$ cat config.mk
export PLATFORM = sky130hd
export DESIGN_NAME = frame_pacing_scheduler_top
export DESIGN_NICKNAME = d
export VERILOG_FILES = /design/src/hw/rtl/fps_pkg.sv /design/src/hw/rtl/fps_div.sv /design/src/hw/rtl/fps_datapath.sv /design/src/hw/rtl/fps_ctrl.sv /design/src/hw/rtl/frame_pacing_scheduler_top.sv
export SDC_FILE = /design/constraint.sdc
export NUM_CORES = 2
export LEC_CHECK = 0
export BUFFER_PORTS_ARGS = -buffer_cell sky130_fd_sc_hd__buf_2
export CORE_ASPECT_RATIO = 1.2
export CORE_MARGIN = 5
export CORE_UTILIZATION = 53
export CTS_CLUSTER_DIAMETER = 30
export DETAILED_ROUTE_END_ITERATION = 10
export GPL_TIMING_DRIVEN = 0
export PLACE_DENSITY_LB_ADDON = 0.05
export SLEW_MARGIN = 20
export SYNTH_ARGS = -nofsm -noshare
export SYNTH_HDL_FRONTEND = slang
export SYNTH_HIERARCHICAL = 1
export SYNTH_SLANG_ARGS = --single-unit
$ cat constraint.sdc
create_clock -name clk -period 19.4 [get_ports clk]
set_input_delay 3.88 -clock clk [delete_from_list [all_inputs] [get_ports clk]]
set_output_delay 3.88 -clock clk [all_outputs]
set_load 0.1 [all_outputs]
$ cat src/hw/rtl/fps_pkg.sv
`timescale 1ns / 1ps
// ============================================================================
// fps_pkg: shared definitions of the frame pacing scheduler
// Widths, event and action codes, constants, and the command and status
// bundles that join the controller and the datapath.
// ============================================================================
package fps_pkg;

    // Sizing.
    localparam int TIME_BITS        = 48;
    localparam int MAX_RATE_MHZ     = 240000;
    localparam int FAST_FRAME_LIMIT = 3;
    localparam int TGT_W            = $clog2(MAX_RATE_MHZ + 1);
    localparam int FCNT_W           = $clog2(FAST_FRAME_LIMIT + 1);
    localparam int DIV_W            = 64;
    localparam int DVS_W            = TIME_BITS;
    localparam int IV_W             = 30;
    localparam int RATE_W           = 20;
    localparam int WCNT_W           = 16;
    localparam int MODE_W           = 3;
    localparam int OP_W             = 3;
    localparam int ACT_W            = 2;
    localparam int CFG_IDX_W        = 1;
    localparam int CFG_DATA_W       = 20;

    // Event codes.
    localparam logic [OP_W-1:0] OP_SWAP    = 3'd0;
    localparam logic [OP_W-1:0] OP_TIMER   = 3'd1;
    localparam logic [OP_W-1:0] OP_REEVAL  = 3'd2;
    localparam logic [OP_W-1:0] OP_RESTART = 3'd3;
    localparam logic [OP_W-1:0] OP_STOP    = 3'd4;

    // Action codes.
    localparam logic [ACT_W-1:0] ACT_NONE = 2'd0;
    localparam logic [ACT_W-1:0] ACT_REQ  = 2'd1;
    localparam logic [ACT_W-1:0] ACT_ARM  = 2'd2;

    // Pacing modes.
    localparam logic [MODE_W-1:0] MODE_UNBOUNDED = 3'd1;
    localparam logic [MODE_W-1:0] MODE_DISPLAY   = 3'd2;
    localparam logic [MODE_W-1:0] MODE_FPS60     = 3'd3;
    localparam logic [MODE_W-1:0] MODE_FPS90     = 3'd4;
    localparam logic [MODE_W-1:0] MODE_FPS120    = 3'd5;
    localparam logic [MODE_W-1:0] MODE_FPS144    = 3'd6;

    // Register indexes.
    localparam logic [CFG_IDX_W-1:0] CFG_PACING_MODE = 1'd0;
    localparam logic [CFG_IDX_W-1:0] CFG_REFRESH     = 1'd1;

    // Constants.
    localparam logic [DIV_W-1:0]      NS_PER_KS     = 64'd1000000000000;
    localparam logic [TIME_BITS-1:0]  NS_PER_S      = TIME_BITS'(1000000000);
    localparam logic [IV_W-1:0]       MAX_DELAY     = 30'd1000000000;
    localparam logic [RATE_W-1:0]     MFPS_MAX      = 20'hFFFFF;
    localparam logic [RATE_W-1:0]     REFRESH_DFLT  = 20'd60000;
    localparam logic [RATE_W-1:0]     RATE_MIN      = 20'd1000;
    localparam logic [RATE_W-1:0]     RATE_MAX      = RATE_W'(MAX_RATE_MHZ);
    localparam logic [RATE_W-1:0]     MEAS_HYST     = 20'd50;
    localparam logic [WCNT_W-1:0]     WCNT_MAX      = 16'hFFFF;
    localparam logic [FCNT_W-1:0]     FCNT_LIMIT    = FCNT_W'(FAST_FRAME_LIMIT);

    // Divider operand selection.
    typedef enum logic [1:0] {
        DSEL_IV,
        DSEL_MEAS,
        DSEL_REM
    } div_sel_t;

    // Controller to datapath.
    typedef struct packed {
        logic             load;
        logic             reeval;
        logic             restart;
        logic             stop;
        logic             meas;
        logic             mul;
        logic             div_start;
        div_sel_t         div_sel;
        logic             take_iv;
        logic             take_meas;
        logic             take_rem;
        logic             fast;
        logic             sched_base;
        logic             sched_final;
        logic             finish;
        logic [ACT_W-1:0] act;
    } cmd_t;

    // Datapath to controller.
    typedef struct packed {
        logic [OP_W-1:0] op;
        logic            run;
        logic            active;
        logic            mode_unb;
        logic            latched;
        logic            fast_ok;
        logic            last_nz;
        logic            iv_ok;
        logic            t_zero;
        logic            close;
        logic            fast_hit;
        logic            d_le_now;
        logic            div_done;
        logic            out_free;
    } stat_t;

endpackage

$ cat src/hw/rtl/fps_div.sv
`timescale 1ns / 1ps
// ============================================================================
// fps_div: serial restoring divider
// One quotient bit per cycle; quotient and remainder hold until next start.
// ============================================================================
module fps_div
    import fps_pkg::*;
(
    input  logic             clk,
    input  logic             rst_n,
    input  logic             start,
    input  logic [DIV_W-1:0] dividend,
    input  logic [DVS_W-1:0] divisor,
    output logic             done,
    output logic [DIV_W-1:0] quotient,
    output logic [DVS_W-1:0] remainder
);

    localparam int CNT_W = $clog2(DIV_W + 1);

    logic [CNT_W-1:0] cnt_reg, cnt_next;
    logic             busy_reg, busy_next;
    logic             done_reg, done_next;
    logic [DIV_W-1:0] quo_reg, quo_next;
    logic [DVS_W-1:0] rem_reg, rem_next;
    logic [DVS_W-1:0] dvs_reg, dvs_next;
    logic [DVS_W:0]   trial;
    logic             fits;

    // One restoring step.
    assign trial = {rem_reg, quo_reg[DIV_W-1]};
    assign fits  = trial >= {1'b0, dvs_reg};

    always_comb
    begin
        cnt_next  = cnt_reg;
        busy_next = busy_reg;
        done_next = 1'b0;
        quo_next  = quo_reg;
        rem_next  = rem_reg;
        dvs_next  = dvs_reg;
        if (start)
        begin
            cnt_next  = CNT_W'(DIV_W);
            busy_next = 1'b1;
            quo_next  = dividend;
            rem_next  = '0;
            dvs_next  = divisor;
        end
        else if (busy_reg)
        begin
            quo_next = {quo_reg[DIV_W-2:0], fits};
            rem_next = fits ? DVS_W'(trial - {1'b0, dvs_reg}) : trial[DVS_W-1:0];
            cnt_next = cnt_reg - 1'b1;
            if (cnt_reg == CNT_W'(1))
            begin
                busy_next = 1'b0;
                done_next = 1'b1;
            end
        end
    end

    // Control state.
    always_ff @(posedge clk or negedge rst_n)
    begin
        if (!rst_n)
        begin
            cnt_reg  <= '0;
            busy_reg <= 1'b0;
            done_reg <= 1'b0;
        end
        else
        begin
            cnt_reg  <= cnt_next;
            busy_reg <= busy_next;
            done_reg <= done_next;
        end
    end

    // Operand and result registers.
    always_ff @(posedge clk)
    begin
        quo_reg <= quo_next;
        rem_reg <= rem_next;
        dvs_reg <= dvs_next;
    end

    assign done      = done_reg;
    assign quotient  = quo_reg;
    assign remainder = rem_reg;

endmodule

$ cat src/hw/rtl/fps_datapath.sv
`timescale 1ns / 1ps
// ============================================================================
// fps_datapath: pacing state, configuration and arithmetic
// Holds the timing state and the result register, and runs the divider.
// ============================================================================
module fps_datapath
    import fps_pkg::*;
(
    input  logic                  clk,
    input  logic                  rst_n,
    input  cmd_t                  cmd,
    output stat_t                 st,
    input  logic                  cfg_we,
    input  logic [CFG_IDX_W-1:0]  cfg_idx,
    input  logic [CFG_DATA_W-1:0] cfg_wdata,
    input  logic [OP_W-1:0]       in_op,
    input  logic [TIME_BITS-1:0]  in_now,
    input  logic                  in_may_run,
    output logic                  out_valid,
    input  logic                  out_ready,
    output logic [ACT_W-1:0]      out_action,
    output logic [IV_W-1:0]       out_delay,
    output logic [RATE_W-1:0]     out_mfps,
    output logic                  out_active,
    output logic                  out_limited
);

    // Configuration and pacing state.
    logic [MODE_W-1:0]    mode_reg;
    logic [RATE_W-1:0]    refresh_reg;
    logic                 active_reg;
    logic [TIME_BITS-1:0] deadline_reg;
    logic [TIME_BITS-1:0] last_reg;
    logic [TIME_BITS-1:0] ws_reg;
    logic [WCNT_W-1:0]    wcnt_reg;
    logic [FCNT_W-1:0]    fcnt_reg;
    logic                 latched_reg;
    logic [RATE_W-1:0]    rate_reg;
    logic [IV_W-1:0]      iv_reg;
    logic                 iv_ok_reg;
    logic                 out_valid_reg;

    // Working registers.
    logic [OP_W-1:0]      op_reg;
    logic [TIME_BITS-1:0] now_reg;
    logic                 run_reg;
    logic [WCNT_W-1:0]    mcnt_reg;
    logic [TIME_BITS-1:0] el_reg;
    logic [DIV_W-1:0]     prod_reg;
    logic [TIME_BITS:0]   d_reg;
    logic [IV_W-1:0]      dly_reg;
    logic [ACT_W-1:0]     oact_reg;
    logic [IV_W-1:0]      odly_reg;
    logic [RATE_W-1:0]    omfps_reg;
    logic                 oact_flag_reg;
    logic                 olim_reg;

    logic [TGT_W-1:0]     tgt;
    logic [RATE_W-1:0]    disp;
    logic [27:0]          tgt_x100;
    logic [27:0]          disp_x95;
    logic [TIME_BITS-1:0] ws_eff;
    logic [WCNT_W-1:0]    wcnt_eff;
    logic [WCNT_W-1:0]    wcnt_inc;
    logic [TIME_BITS:0]   elapsed;
    logic                 close;
    logic [TIME_BITS+1:0] gap_x4;
    logic [TIME_BITS+1:0] iv_x3;
    logic                 fast;
    logic [FCNT_W-1:0]    fcnt_new;
    logic [TIME_BITS-1:0] base;
    logic [TIME_BITS:0]   dl_span;
    logic [RATE_W-1:0]    meas_v;
    logic [RATE_W-1:0]    rate_zero;
    logic                 div_start;
    logic [DIV_W-1:0]     div_a;
    logic [DVS_W-1:0]     div_b;
    logic                 div_done;
    logic [DIV_W-1:0]     div_q;
    logic [DVS_W-1:0]     div_r;

    // The stored rate moves only on a change of at least the hysteresis.
    function automatic logic [RATE_W-1:0] rate_pick(input logic [RATE_W-1:0] cur,
                                                    input logic [RATE_W-1:0] v);
        logic [RATE_W-1:0] diff;
        diff = (cur > v) ? cur - v : v - cur;
        return (diff >= MEAS_HYST) ? v : cur;
    endfunction

    // Target rate from the mode.
    always_comb
    begin
        unique case (mode_reg)
            MODE_DISPLAY:
            begin
                if (refresh_reg == '0)
                    tgt = TGT_W'(REFRESH_DFLT);
                else if (refresh_reg < RATE_MIN)
                    tgt = TGT_W'(RATE_MIN);
                else if (refresh_reg > RATE_MAX)
                    tgt = TGT_W'(RATE_MAX);
                else
                    tgt = TGT_W'(refresh_reg);
            end
            MODE_FPS60:  tgt = TGT_W'(60000);
            MODE_FPS90:  tgt = TGT_W'(90000);
            MODE_FPS120: tgt = TGT_W'(120000);
            MODE_FPS144: tgt = TGT_W'(144000);
            default:     tgt = '0;
        endcase
    end

    // Fast-path test against 95% of the display rate.
    assign disp     = (refresh_reg == '0) ? REFRESH_DFLT : refresh_reg;
    assign tgt_x100 = 28'(tgt) * 28'd100;
    assign disp_x95 = 28'(disp) * 28'd95;

    // Measurement window.
    assign ws_eff   = (ws_reg == '0) ? now_reg : ws_reg;
    assign wcnt_eff = (ws_reg == '0) ? '0 : wcnt_reg;
    assign wcnt_inc = (wcnt_eff == WCNT_MAX) ? wcnt_eff : wcnt_eff + 1'b1;
    assign elapsed  = {1'b0, now_reg} - {1'b0, ws_eff};
    assign close    = !elapsed[TIME_BITS] && (elapsed[TIME_BITS-1:0] >= NS_PER_S);

    // Swap spacing against 3/4 of the interval.
    assign gap_x4   = {2'b00, now_reg - last_reg} << 2;
    assign iv_x3    = (TIME_BITS+2)'(iv_reg) * (TIME_BITS+2)'(3);
    assign fast     = (now_reg < last_reg) || (gap_x4 < iv_x3);
    always_comb
    begin
        if (last_reg == '0)
            fcnt_new = fcnt_reg;
        else if (!fast)
            fcnt_new = '0;
        else if (fcnt_reg < FCNT_LIMIT)
            fcnt_new = fcnt_reg + 1'b1;
        else
            fcnt_new = fcnt_reg;
    end

    // Schedule helpers.
    assign base      = (deadline_reg == '0) ? now_reg : deadline_reg;
    assign dl_span   = d_reg - {1'b0, now_reg};
    assign meas_v    = (div_q > DIV_W'(MFPS_MAX)) ? MFPS_MAX : div_q[RATE_W-1:0];
    assign rate_zero = rate_pick(rate_reg, '0);

    // Divider operands.
    assign div_start = cmd.div_start;
    always_comb
    begin
        unique case (cmd.div_sel)
            DSEL_IV:
            begin
                div_a = NS_PER_KS + DIV_W'(tgt >> 1);
                div_b = DVS_W'(tgt);
            end
            DSEL_MEAS:
            begin
                div_a = prod_reg + DIV_W'(el_reg >> 1);
                div_b = el_reg;
            end
            DSEL_REM:
            begin
                div_a = DIV_W'(now_reg - d_reg[TIME_BITS-1:0]);
                div_b = DVS_W'(iv_reg);
            end
            default:
            begin
                div_a = '0;
                div_b = '0;
            end
        endcase
    end

    fps_div u_div (
        .clk       (clk),
        .rst_n     (rst_n),
        .start     (div_start),
        .dividend  (div_a),
        .divisor   (div_b),
        .done      (div_done),
        .quotient  (div_q),
        .remainder (div_r)
    );

    // Pacing state and configuration.
    always_ff @(posedge clk or negedge rst_n)
    begin
        if (!rst_n)
        begin
            mode_reg      <= '0;
            refresh_reg   <= REFRESH_DFLT;
            active_reg    <= 1'b0;
            deadline_reg  <= '0;
            last_reg      <= '0;
            ws_reg        <= '0;
            wcnt_reg      <= '0;
            fcnt_reg      <= '0;
            latched_reg   <= 1'b0;
            rate_reg      <= '0;
            iv_reg        <= '0;
            iv_ok_reg     <= 1'b0;
            out_valid_reg <= 1'b0;
        end
        else
        begin
            if (cfg_we)
            begin
                iv_ok_reg <= 1'b0;
                unique case (cfg_idx)
                    CFG_PACING_MODE: mode_reg    <= cfg_wdata[MODE_W-1:0];
                    CFG_REFRESH:     refresh_reg <= cfg_wdata;
                    default:         mode_reg    <= mode_reg;
                endcase
            end

            // Start, stop and restart clear the deadline, window and swap state.
            if (cmd.stop || cmd.restart || (cmd.reeval && !(run_reg && active_reg)))
            begin
                deadline_reg <= '0;
                last_reg     <= '0;
                ws_reg       <= '0;
                wcnt_reg     <= '0;
                fcnt_reg     <= '0;
                latched_reg  <= 1'b0;
                rate_reg     <= rate_zero;
                active_reg   <= (cmd.stop) ? 1'b0 : run_reg;
            end
            else if (cmd.meas)
            begin
                if (close)
                begin
                    ws_reg   <= now_reg;
                    wcnt_reg <= '0;
                end
                else
                begin
                    ws_reg   <= ws_eff;
                    wcnt_reg <= wcnt_inc;
                end
            end
            else if (cmd.take_meas)
            begin
                rate_reg <= rate_pick(rate_reg, meas_v);
            end
            else if (cmd.take_iv)
            begin
                iv_reg    <= div_q[IV_W-1:0];
                iv_ok_reg <= 1'b1;
            end
            else if (cmd.fast)
            begin
                fcnt_reg <= fcnt_new;
                last_reg <= now_reg;
                if (fcnt_new >= FCNT_LIMIT)
                    latched_reg <= 1'b1;
            end
            else if (cmd.sched_final)
            begin
                deadline_reg <= d_reg[TIME_BITS-1:0];
            end

            // Result register.
            if (cmd.finish)
                out_valid_reg <= 1'b1;
            else if (out_ready)
                out_valid_reg <= 1'b0;
        end
    end

    // Per-event working values.
    always_ff @(posedge clk)
    begin
        if (cmd.load)
        begin
            op_reg  <= in_op;
            now_reg <= in_now;
            run_reg <= in_may_run && (mode_reg != '0);
        end
        if (cmd.meas)
        begin
            mcnt_reg <= wcnt_inc;
            el_reg   <= elapsed[TIME_BITS-1:0];
        end
        if (cmd.mul)
            prod_reg <= DIV_W'(mcnt_reg) * NS_PER_KS;
        if (cmd.sched_base)
            d_reg <= {1'b0, base} + (TIME_BITS+1)'(iv_reg);
        else if (cmd.take_rem)
            d_reg <= {1'b0, now_reg} + (TIME_BITS+1)'(iv_reg)
                     - (TIME_BITS+1)'(div_r[IV_W-1:0]);
        if (cmd.sched_final)
            dly_reg <= (dl_span > (TIME_BITS+1)'(MAX_DELAY)) ? MAX_DELAY
                                                             : dl_span[IV_W-1:0];
        if (cmd.finish)
        begin
            oact_reg      <= cmd.act;
            odly_reg      <= (cmd.act == ACT_ARM) ? dly_reg : '0;
            omfps_reg     <= rate_reg;
            oact_flag_reg <= active_reg;
            olim_reg      <= latched_reg;
        end
    end

    // Status to the controller.
    always_comb
    begin
        st.op       = op_reg;
        st.run      = run_reg;
        st.active   = active_reg;
        st.mode_unb = mode_reg == MODE_UNBOUNDED;
        st.latched  = latched_reg;
        st.fast_ok  = tgt_x100 >= disp_x95;
        st.last_nz  = last_reg != '0;
        st.iv_ok    = iv_ok_reg;
        st.t_zero   = tgt == '0;
        st.close    = close;
        st.fast_hit = fcnt_new >= FCNT_LIMIT;
        st.d_le_now = d_reg <= {1'b0, now_reg};
        st.div_done = div_done;
        st.out_free = !out_valid_reg || out_ready;
    end

    assign out_valid   = out_valid_reg;
    assign out_action  = oact_reg;
    assign out_delay   = odly_reg;
    assign out_mfps    = omfps_reg;
    assign out_active  = oact_flag_reg;
    assign out_limited = olim_reg;

endmodule

$ cat src/hw/rtl/fps_ctrl.sv
`timescale 1ns / 1ps
// ============================================================================
// fps_ctrl: event sequencer of the frame pacing scheduler
// Walks one event through measurement, fast-path and schedule steps.
// ============================================================================
module fps_ctrl
    import fps_pkg::*;
(
    input  logic  clk,
    input  logic  rst_n,
    input  logic  in_valid,
    output logic  in_ready,
    input  stat_t st,
    output cmd_t  cmd
);

    localparam logic [3:0] S_IDLE     = 4'd0;
    localparam logic [3:0] S_DISPATCH = 4'd1;
    localparam logic [3:0] S_MEAS     = 4'd2;
    localparam logic [3:0] S_MUL      = 4'd3;
    localparam logic [3:0] S_MDIV     = 4'd4;
    localparam logic [3:0] S_MWAIT    = 4'd5;
    localparam logic [3:0] S_DECIDE   = 4'd6;
    localparam logic [3:0] S_IV       = 4'd7;
    localparam logic [3:0] S_IVWAIT   = 4'd8;
    localparam logic [3:0] S_FAST     = 4'd9;
    localparam logic [3:0] S_SCHED    = 4'd10;
    localparam logic [3:0] S_SCHK     = 4'd11;
    localparam logic [3:0] S_RWAIT    = 4'd12;
    localparam logic [3:0] S_FINAL    = 4'd13;
    localparam logic [3:0] S_DONE     = 4'd14;

    logic [3:0]       state_reg, state_next;
    logic [ACT_W-1:0] act_reg, act_next;
    logic             to_fast_reg, to_fast_next;

    always_comb
    begin
        state_next   = state_reg;
        act_next     = act_reg;
        to_fast_next = to_fast_reg;
        cmd          = '0;
        cmd.div_sel  = DSEL_IV;
        cmd.act      = act_reg;
        unique case (state_reg)
            S_IDLE:
            begin
                if (in_valid)
                begin
                    cmd.load   = 1'b1;
                    state_next = S_DISPATCH;
                end
            end
            S_DISPATCH:
            begin
                state_next = S_DONE;
                act_next   = ACT_NONE;
                if ((st.op == OP_SWAP) && st.active && st.run)
                    state_next = S_MEAS;
                else if ((st.op == OP_TIMER) && st.active && st.run)
                    act_next = ACT_REQ;
                else if ((st.op == OP_SWAP) || (st.op == OP_TIMER) ||
                         (st.op == OP_REEVAL))
                begin
                    cmd.reeval = 1'b1;
                    act_next   = (st.run && !st.active) ? ACT_REQ : ACT_NONE;
                end
                else if (st.op == OP_RESTART)
                begin
                    cmd.restart = 1'b1;
                    act_next    = st.run ? ACT_REQ : ACT_NONE;
                end
                else if (st.op == OP_STOP)
                    cmd.stop = 1'b1;
            end
            S_MEAS:
            begin
                cmd.meas   = 1'b1;
                state_next = st.close ? S_MUL : S_DECIDE;
            end
            S_MUL:
            begin
                cmd.mul    = 1'b1;
                state_next = S_MDIV;
            end
            S_MDIV:
            begin
                cmd.div_start = 1'b1;
                cmd.div_sel   = DSEL_MEAS;
                state_next    = S_MWAIT;
            end
            S_MWAIT:
            begin
                if (st.div_done)
                begin
                    cmd.take_meas = 1'b1;
                    state_next    = S_DECIDE;
                end
            end
            S_DECIDE:
            begin
                if (st.mode_unb)
                begin
                    act_next   = ACT_REQ;
                    state_next = S_DONE;
                end
                else if (!st.latched && st.fast_ok)
                begin
                    to_fast_next = 1'b1;
                    state_next   = (st.last_nz && !st.iv_ok) ? S_IV : S_FAST;
                end
                else
                    state_next = S_SCHED;
            end
            S_IV:
            begin
                cmd.div_start = 1'b1;
                cmd.div_sel   = DSEL_IV;
                state_next    = S_IVWAIT;
            end
            S_IVWAIT:
            begin
                if (st.div_done)
                begin
                    cmd.take_iv = 1'b1;
                    state_next  = to_fast_reg ? S_FAST : S_SCHED;
                end
            end
            S_FAST:
            begin
                cmd.fast     = 1'b1;
                to_fast_next = 1'b0;
                if (st.fast_hit)
                    state_next = S_SCHED;
                else
                begin
                    act_next   = ACT_REQ;
                    state_next = S_DONE;
                end
            end
            S_SCHED:
            begin
                to_fast_next = 1'b0;
                if (st.t_zero)
                begin
                    cmd.stop   = 1'b1;
                    act_next   = ACT_NONE;
                    state_next = S_DONE;
                end
                else if (!st.iv_ok)
                    state_next = S_IV;
                else
                begin
                    cmd.sched_base = 1'b1;
                    state_next     = S_SCHK;
                end
            end
            S_SCHK:
            begin
                // A missed deadline skips forward by whole intervals.
                if (st.d_le_now)
                begin
                    cmd.div_start = 1'b1;
                    cmd.div_sel   = DSEL_REM;
                    state_next    = S_RWAIT;
                end
                else
                    state_next = S_FINAL;
            end
            S_RWAIT:
            begin
                if (st.div_done)
                begin
                    cmd.take_rem = 1'b1;
                    state_next   = S_FINAL;
                end
            end
            S_FINAL:
            begin
                cmd.sched_final = 1'b1;
                act_next        = ACT_ARM;
                state_next      = S_DONE;
            end
            S_DONE:
            begin
                if (st.out_free)
                begin
                    cmd.finish = 1'b1;
                    state_next = S_IDLE;
                end
            end
            default:
                state_next = S_IDLE;
        endcase
    end

    always_ff @(posedge clk or negedge rst_n)
    begin
        if (!rst_n)
        begin
            state_reg   <= S_IDLE;
            act_reg     <= ACT_NONE;
            to_fast_reg <= 1'b0;
        end
        else
        begin
            state_reg   <= state_next;
            act_reg     <= act_next;
            to_fast_reg <= to_fast_next;
        end
    end

    assign in_ready = state_reg == S_IDLE;

endmodule

$ cat src/hw/rtl/frame_pacing_scheduler_top.sv
`timescale 1ns / 1ps
// ============================================================================
// frame_pacing_scheduler_top: frame pacing scheduler
// Takes timestamped pacing events and answers with one action per event.
// ============================================================================
// One event is handled at a time and gives exactly one result beat. Simple
// events (timer, reevaluate, restart, stop) go straight from dispatch to the
// result. A frame swap also runs the single shared 64-step serial divider
// when the one-second measurement window closes, when the frame interval must
// be recomputed (first schedule after a configuration write), and when a
// missed deadline is skipped. The result sits in an output register, so the
// next event is taken while it waits.
module frame_pacing_scheduler_top
    import fps_pkg::*;
(
    input  logic                  clk,
    input  logic                  rst_n,
    input  logic                  in_valid,
    output logic                  in_ready,
    input  logic [OP_W-1:0]       opcode,
    input  logic [TIME_BITS-1:0]  now_ns,
    input  logic                  may_run,
    output logic                  out_valid,
    input  logic                  out_ready,
    output logic [ACT_W-1:0]      action,
    output logic [IV_W-1:0]       delay_ns,
    output logic [RATE_W-1:0]     measured_mfps,
    output logic                  is_active,
    output logic                  rate_limited,
    input  logic                  cfg_valid,
    output logic                  cfg_ready,
    input  logic [CFG_IDX_W-1:0]  cfg_index,
    input  logic [CFG_DATA_W-1:0] cfg_data
);

    cmd_t  cmd;
    stat_t st;

    // Configuration writes are taken at any time.
    assign cfg_ready = 1'b1;

    fps_ctrl u_ctrl (
        .clk      (clk),
        .rst_n    (rst_n),
        .in_valid (in_valid),
        .in_ready (in_ready),
        .st       (st),
        .cmd      (cmd)
    );

    fps_datapath u_dp (
        .clk         (clk),
        .rst_n       (rst_n),
        .cmd         (cmd),
        .st          (st),
        .cfg_we      (cfg_valid),
        .cfg_idx     (cfg_index),
        .cfg_wdata   (cfg_data),
        .in_op       (opcode),
        .in_now      (now_ns),
        .in_may_run  (may_run),
        .out_valid   (out_valid),
        .out_ready   (out_ready),
        .out_action  (action),
        .out_delay   (delay_ns),
        .out_mfps    (measured_mfps),
        .out_active  (is_active),
        .out_limited (rate_limited)
    );

endmodule
==> impl_metrics.csv <==
group,metric,value,unit
synth,netlist_top_cells_count,"sky130_fd_sc_hd__ha_1 (781), sky130_fd_sc_hd__inv_1 (768), sky130_fd_sc_hd__a21oi_1 (679)",
critical_path,crit_slowest_cell,"sky130_fd_sc_hd__nor4_1",
detailed_routing,drt_pre_antenna_iters,8,
critical_path,critical_path_class,"flop to flop",
power_and_ir_drop,power.leakage,34.1,nW
power_and_ir_drop,p_clk_frac,0.415,
power_and_ir_drop,powerDensity,87.2,mW/mm²
clock_network,post_cts_setup_buffers,0,
floorplan,dieWidth,340,µm
clock_network,clock_path_buffers,3,
power_and_ir_drop,power_frac_seq,0.236,
critical_path,critical_path_arrival,11.12,ns
synth,synthFlopType,"sky130_fd_sc_hd__edfxtp_1",
grt,number_of_global_route_vias_before_repair,60300,
clock_network,cts-htree-levels,4,
synth,synth-edff-count,405,
place,dp.cells,9601,
place,dp.final_hpwl,210,mm
power_and_ir_drop,swShare,0.339,
detailed_routing,drc_violation_count_after_routing,0,
sta,setup-violations-final,0,
critical_path,worst-path-stages,28,
synth,ys_types,122,
clock_network,cts_made_buffers,161,
synth,netlist_top_cells_area,"sky130_fd_sc_hd__edfxtp_1 (18%), sky130_fd_sc_hd__ha_1 (14%), sky130_fd_sc_hd__dfrtp_1 (9.0%), sky130_fd_sc_hd__fa_1 (7.1%), sky130_fd_sc_hd__a21oi_1 (4.9%)",
detailed_routing,route.detailed.wl_per_inst,25.6,µm
power_and_ir_drop,comb_power_share,0.349,
critical_path,critical_path_fanout_max,10,
clock_network,holdBufCountCts,0,
detailed_routing,vias_per_cell,6.24,
sta,hold_viol,0,
final_layout,utilization,0.601,
grt,grt_max_degree,89,
synth,yosys.area.top_type,"sky130_fd_sc_hd__edfxtp_1",
critical_path,critical_path.reg2reg.startpoint,"u_dp/ws_reg[3]$_DFFE_PN0N_",
sta,rsz0062_at_grt,"no",
critical_path,cp-startpoint,"u_dp/ws_reg[3]$_DFFE_PN0N_",
sta,clock-skew-final,0.0527,ns
grt,grt_overflow,0,
floorplan,core_area,0.130,mm²
power_and_ir_drop,vdd_drop_max,0.000158,V
sta,period_minus_slack,10.40,ns
critical_path,path_buf_inv,8,
critical_path,setup.reg_to_reg.worst_slack,9.00,ns
synth,synthArstFlopShare,0.360,
synth,synth_nets,8861,
synth,netlist_instances,7758,
floorplan,rows,145,
final_layout,share_of_cells_above_drive_strength_1,0.0986,
critical_path,worst_ep_required_time,20.12,ns
final_layout,syn_to_final_growth,12.9,%
detailed_routing,drtAntennaViolNets,0,
floorplan,fp.dieH,406,µm
critical_path,crit_family,"simple AND/OR/NAND/NOR gates",
sta,tns,0,ns
synth,syn_avg_cell_area,8.92,µm²
critical_path,worstSetupEndpointType,"flop",
critical_path,critical_path.startpoint_type,"flop",
grt,grt_first_pass_wirelength,375,mm
synth,most_common_cell_in_the_netlist,"sky130_fd_sc_hd__ha_1",
clock_network,cts_num_sinks,708,
synth,seq_area_frac_synth,0.282,
synth,synth-seq-cells,708,
critical_path,worst_setup_path_endpoint,"u_ctrl/state_reg[2]$_DFFE_PN0P_",
final_layout,num-fill-cells,11600,
sta,fin_crit_sh,0.536,
power_and_ir_drop,power.switching,0.00231,W
power_and_ir_drop,internal-power,0.00450,W
power_and_ir_drop,power.total,0.00681,W
clock_network,cts-root-buf,"sky130_fd_sc_hd__clkbuf_16",
flow_run,timing.max_cap.violations,0,
outcome,run_status,"finished, final reports clean",
clock_network,clkLatencyLatePin,0.83,ns
final_layout,layout.cell_area.non_filler,0.0781,mm²
sta,timing_max_transition_violations_final,0,
place,place.gp.congestion,1.06,
sta,maximum_operating_frequency,0.0962,GHz
synth,syn_area,0.0692,mm²
hold_path,hold_path.class,"flop to flop",
clock_network,tritoncts_clock_tree,"built",
place,io_buffers,133,
place,placement.cell_area,0.0724,mm²
final_layout,largest_register_ff_count,64,
detailed_routing,wirelength,254,mm
floorplan,floorplan.initialDensity,0.532,
floorplan,top_level_ports,135,
sta,max-slew-margin-rel,0.172,
grt,groute.usage.overall,0.361,
sta,tightest_slew,1.23,ns
clock_network,clkSlewWorstSetupHoldPaths,0.05,ns
detailed_routing,initialDrtViolationCount,5438,
critical_path,endpoint_of_the_most_critical_register_to_register_path,"u_ctrl/state_reg[2]$_DFFE_PN0P_",
synth,synth_top_area_frac,0.176,
floorplan,die_area,0.138,mm²
final_layout,nNetsFinal,9178,
clock_network,cts-resized-gates,0,
synth,number_of_warning_messages_in_the_yosys_log,6,
grt,antenna_found_initial,6,
detailed_routing,vias,61800,
critical_path,worst-r2r-cell-count,28,
critical_path,critical-path-max-stage-delay,0.99,ns
final_layout,post_layout_nonfiller_instances,9907,
layer usage:
metal / global-route usage / up-vias / routed length [µm] / part of all wire
met5: 0 / - / 0 / 0
li1: - / 28700 / - / -
met3: 0.0611 / 728 / 16900 / 0.067
met4: 0.275 / 0 / 23200 / 0.091
met1: 0.432 / 30000 / 99100 / 0.39
met2: 0.582 / 2408 / 115000 / 0.45
power groups by stage:
stage	logic [W]	clock network (W)	registers [W]
after CTS	0.00237	0.00286	0.00161
after floorplan	0.00182	0	0.00163
final	0.00238	0.00283	0.00161
after detailed placement	0.00235	0	0.00163
after global routing	0.00269	0.00294	0.00161
after global placement	0.00227	0	0.00163
metrics by stage:
step / setup slack [ns] / hold WS (ns)
detailed placement: 9.49 / 0.463
global route: 8.85 / 0.499
finish: 9.00 / 0.482
floorplan: 10.88 / 0.440
CTS: 9.42 / 0.478
global placement: 7.20 / 0.453
placed cells by master (no fill, tap or decap), drive strengths merged, types with 236 or more instances in the layout:
cell / netlist / routed
nor2: 463 / 463
edfxtp: 405 / 405
ha: 781 / 781
a21oi: 680 / 680
fa: 244 / 244
clkbuf: 235 / 424
o21ai: 401 / 401
buf: 82 / 236
dfrtp: 248 / 248
nand2: 664 / 664
a21o: 298 / 298
inv: 771 / 797
worst min-delay path by stage:
stage                                   end  depth (start not counted)                          start
6_report       u_dp/out_action[1]$_DFFE_PP_                          0  u_ctrl/act_reg[1]$_DFFE_PN0P_
3_3_place_gp   u_dp/out_action[1]$_DFFE_PP_                          0  u_ctrl/act_reg[1]$_DFFE_PN0P_
5_1_grt        u_dp/out_action[1]$_DFFE_PP_                          0  u_ctrl/act_reg[1]$_DFFE_PN0P_
3_5_place_dp   u_dp/out_action[1]$_DFFE_PP_                          0  u_ctrl/act_reg[1]$_DFFE_PN0P_
4_1_cts        u_dp/out_action[1]$_DFFE_PP_                          0  u_ctrl/act_reg[1]$_DFFE_PN0P_
2_1_floorplan  u_dp/out_action[1]$_DFFE_PP_                          0  u_ctrl/act_reg[1]$_DFFE_PN0P_
cell families after synthesis:
group | synth area share
AOI/OAI and AO/OA | 0.213
xor gates and xnor gates | 0.0505
adders and majority gates | 0.212
buffers and inverters | 0.0628
DFF | 0.282
muxes | 0.0274
other | 0.0000542
and+or+nand+nor | 0.152
layout make-up:
type | count | area [µm²] | share of cell area
multi-input cells | 5961 | 45400 | 0.582
diodes | 2 | 5.00 | 0.0000641
well taps | 1690 | 2110 | 0.0271
clock inverters | 114 | 1360 | 0.0174
repair buffers | 154 | 1000 | 0.0129
inverters | 772 | 2900 | 0.0371
plain buffers | 317 | 1450 | 0.0186
flip-flops and latches | 708 | 19500 | 0.250
clock buffers | 189 | 4320 | 0.0553
(Power assumes the default switching activity.)
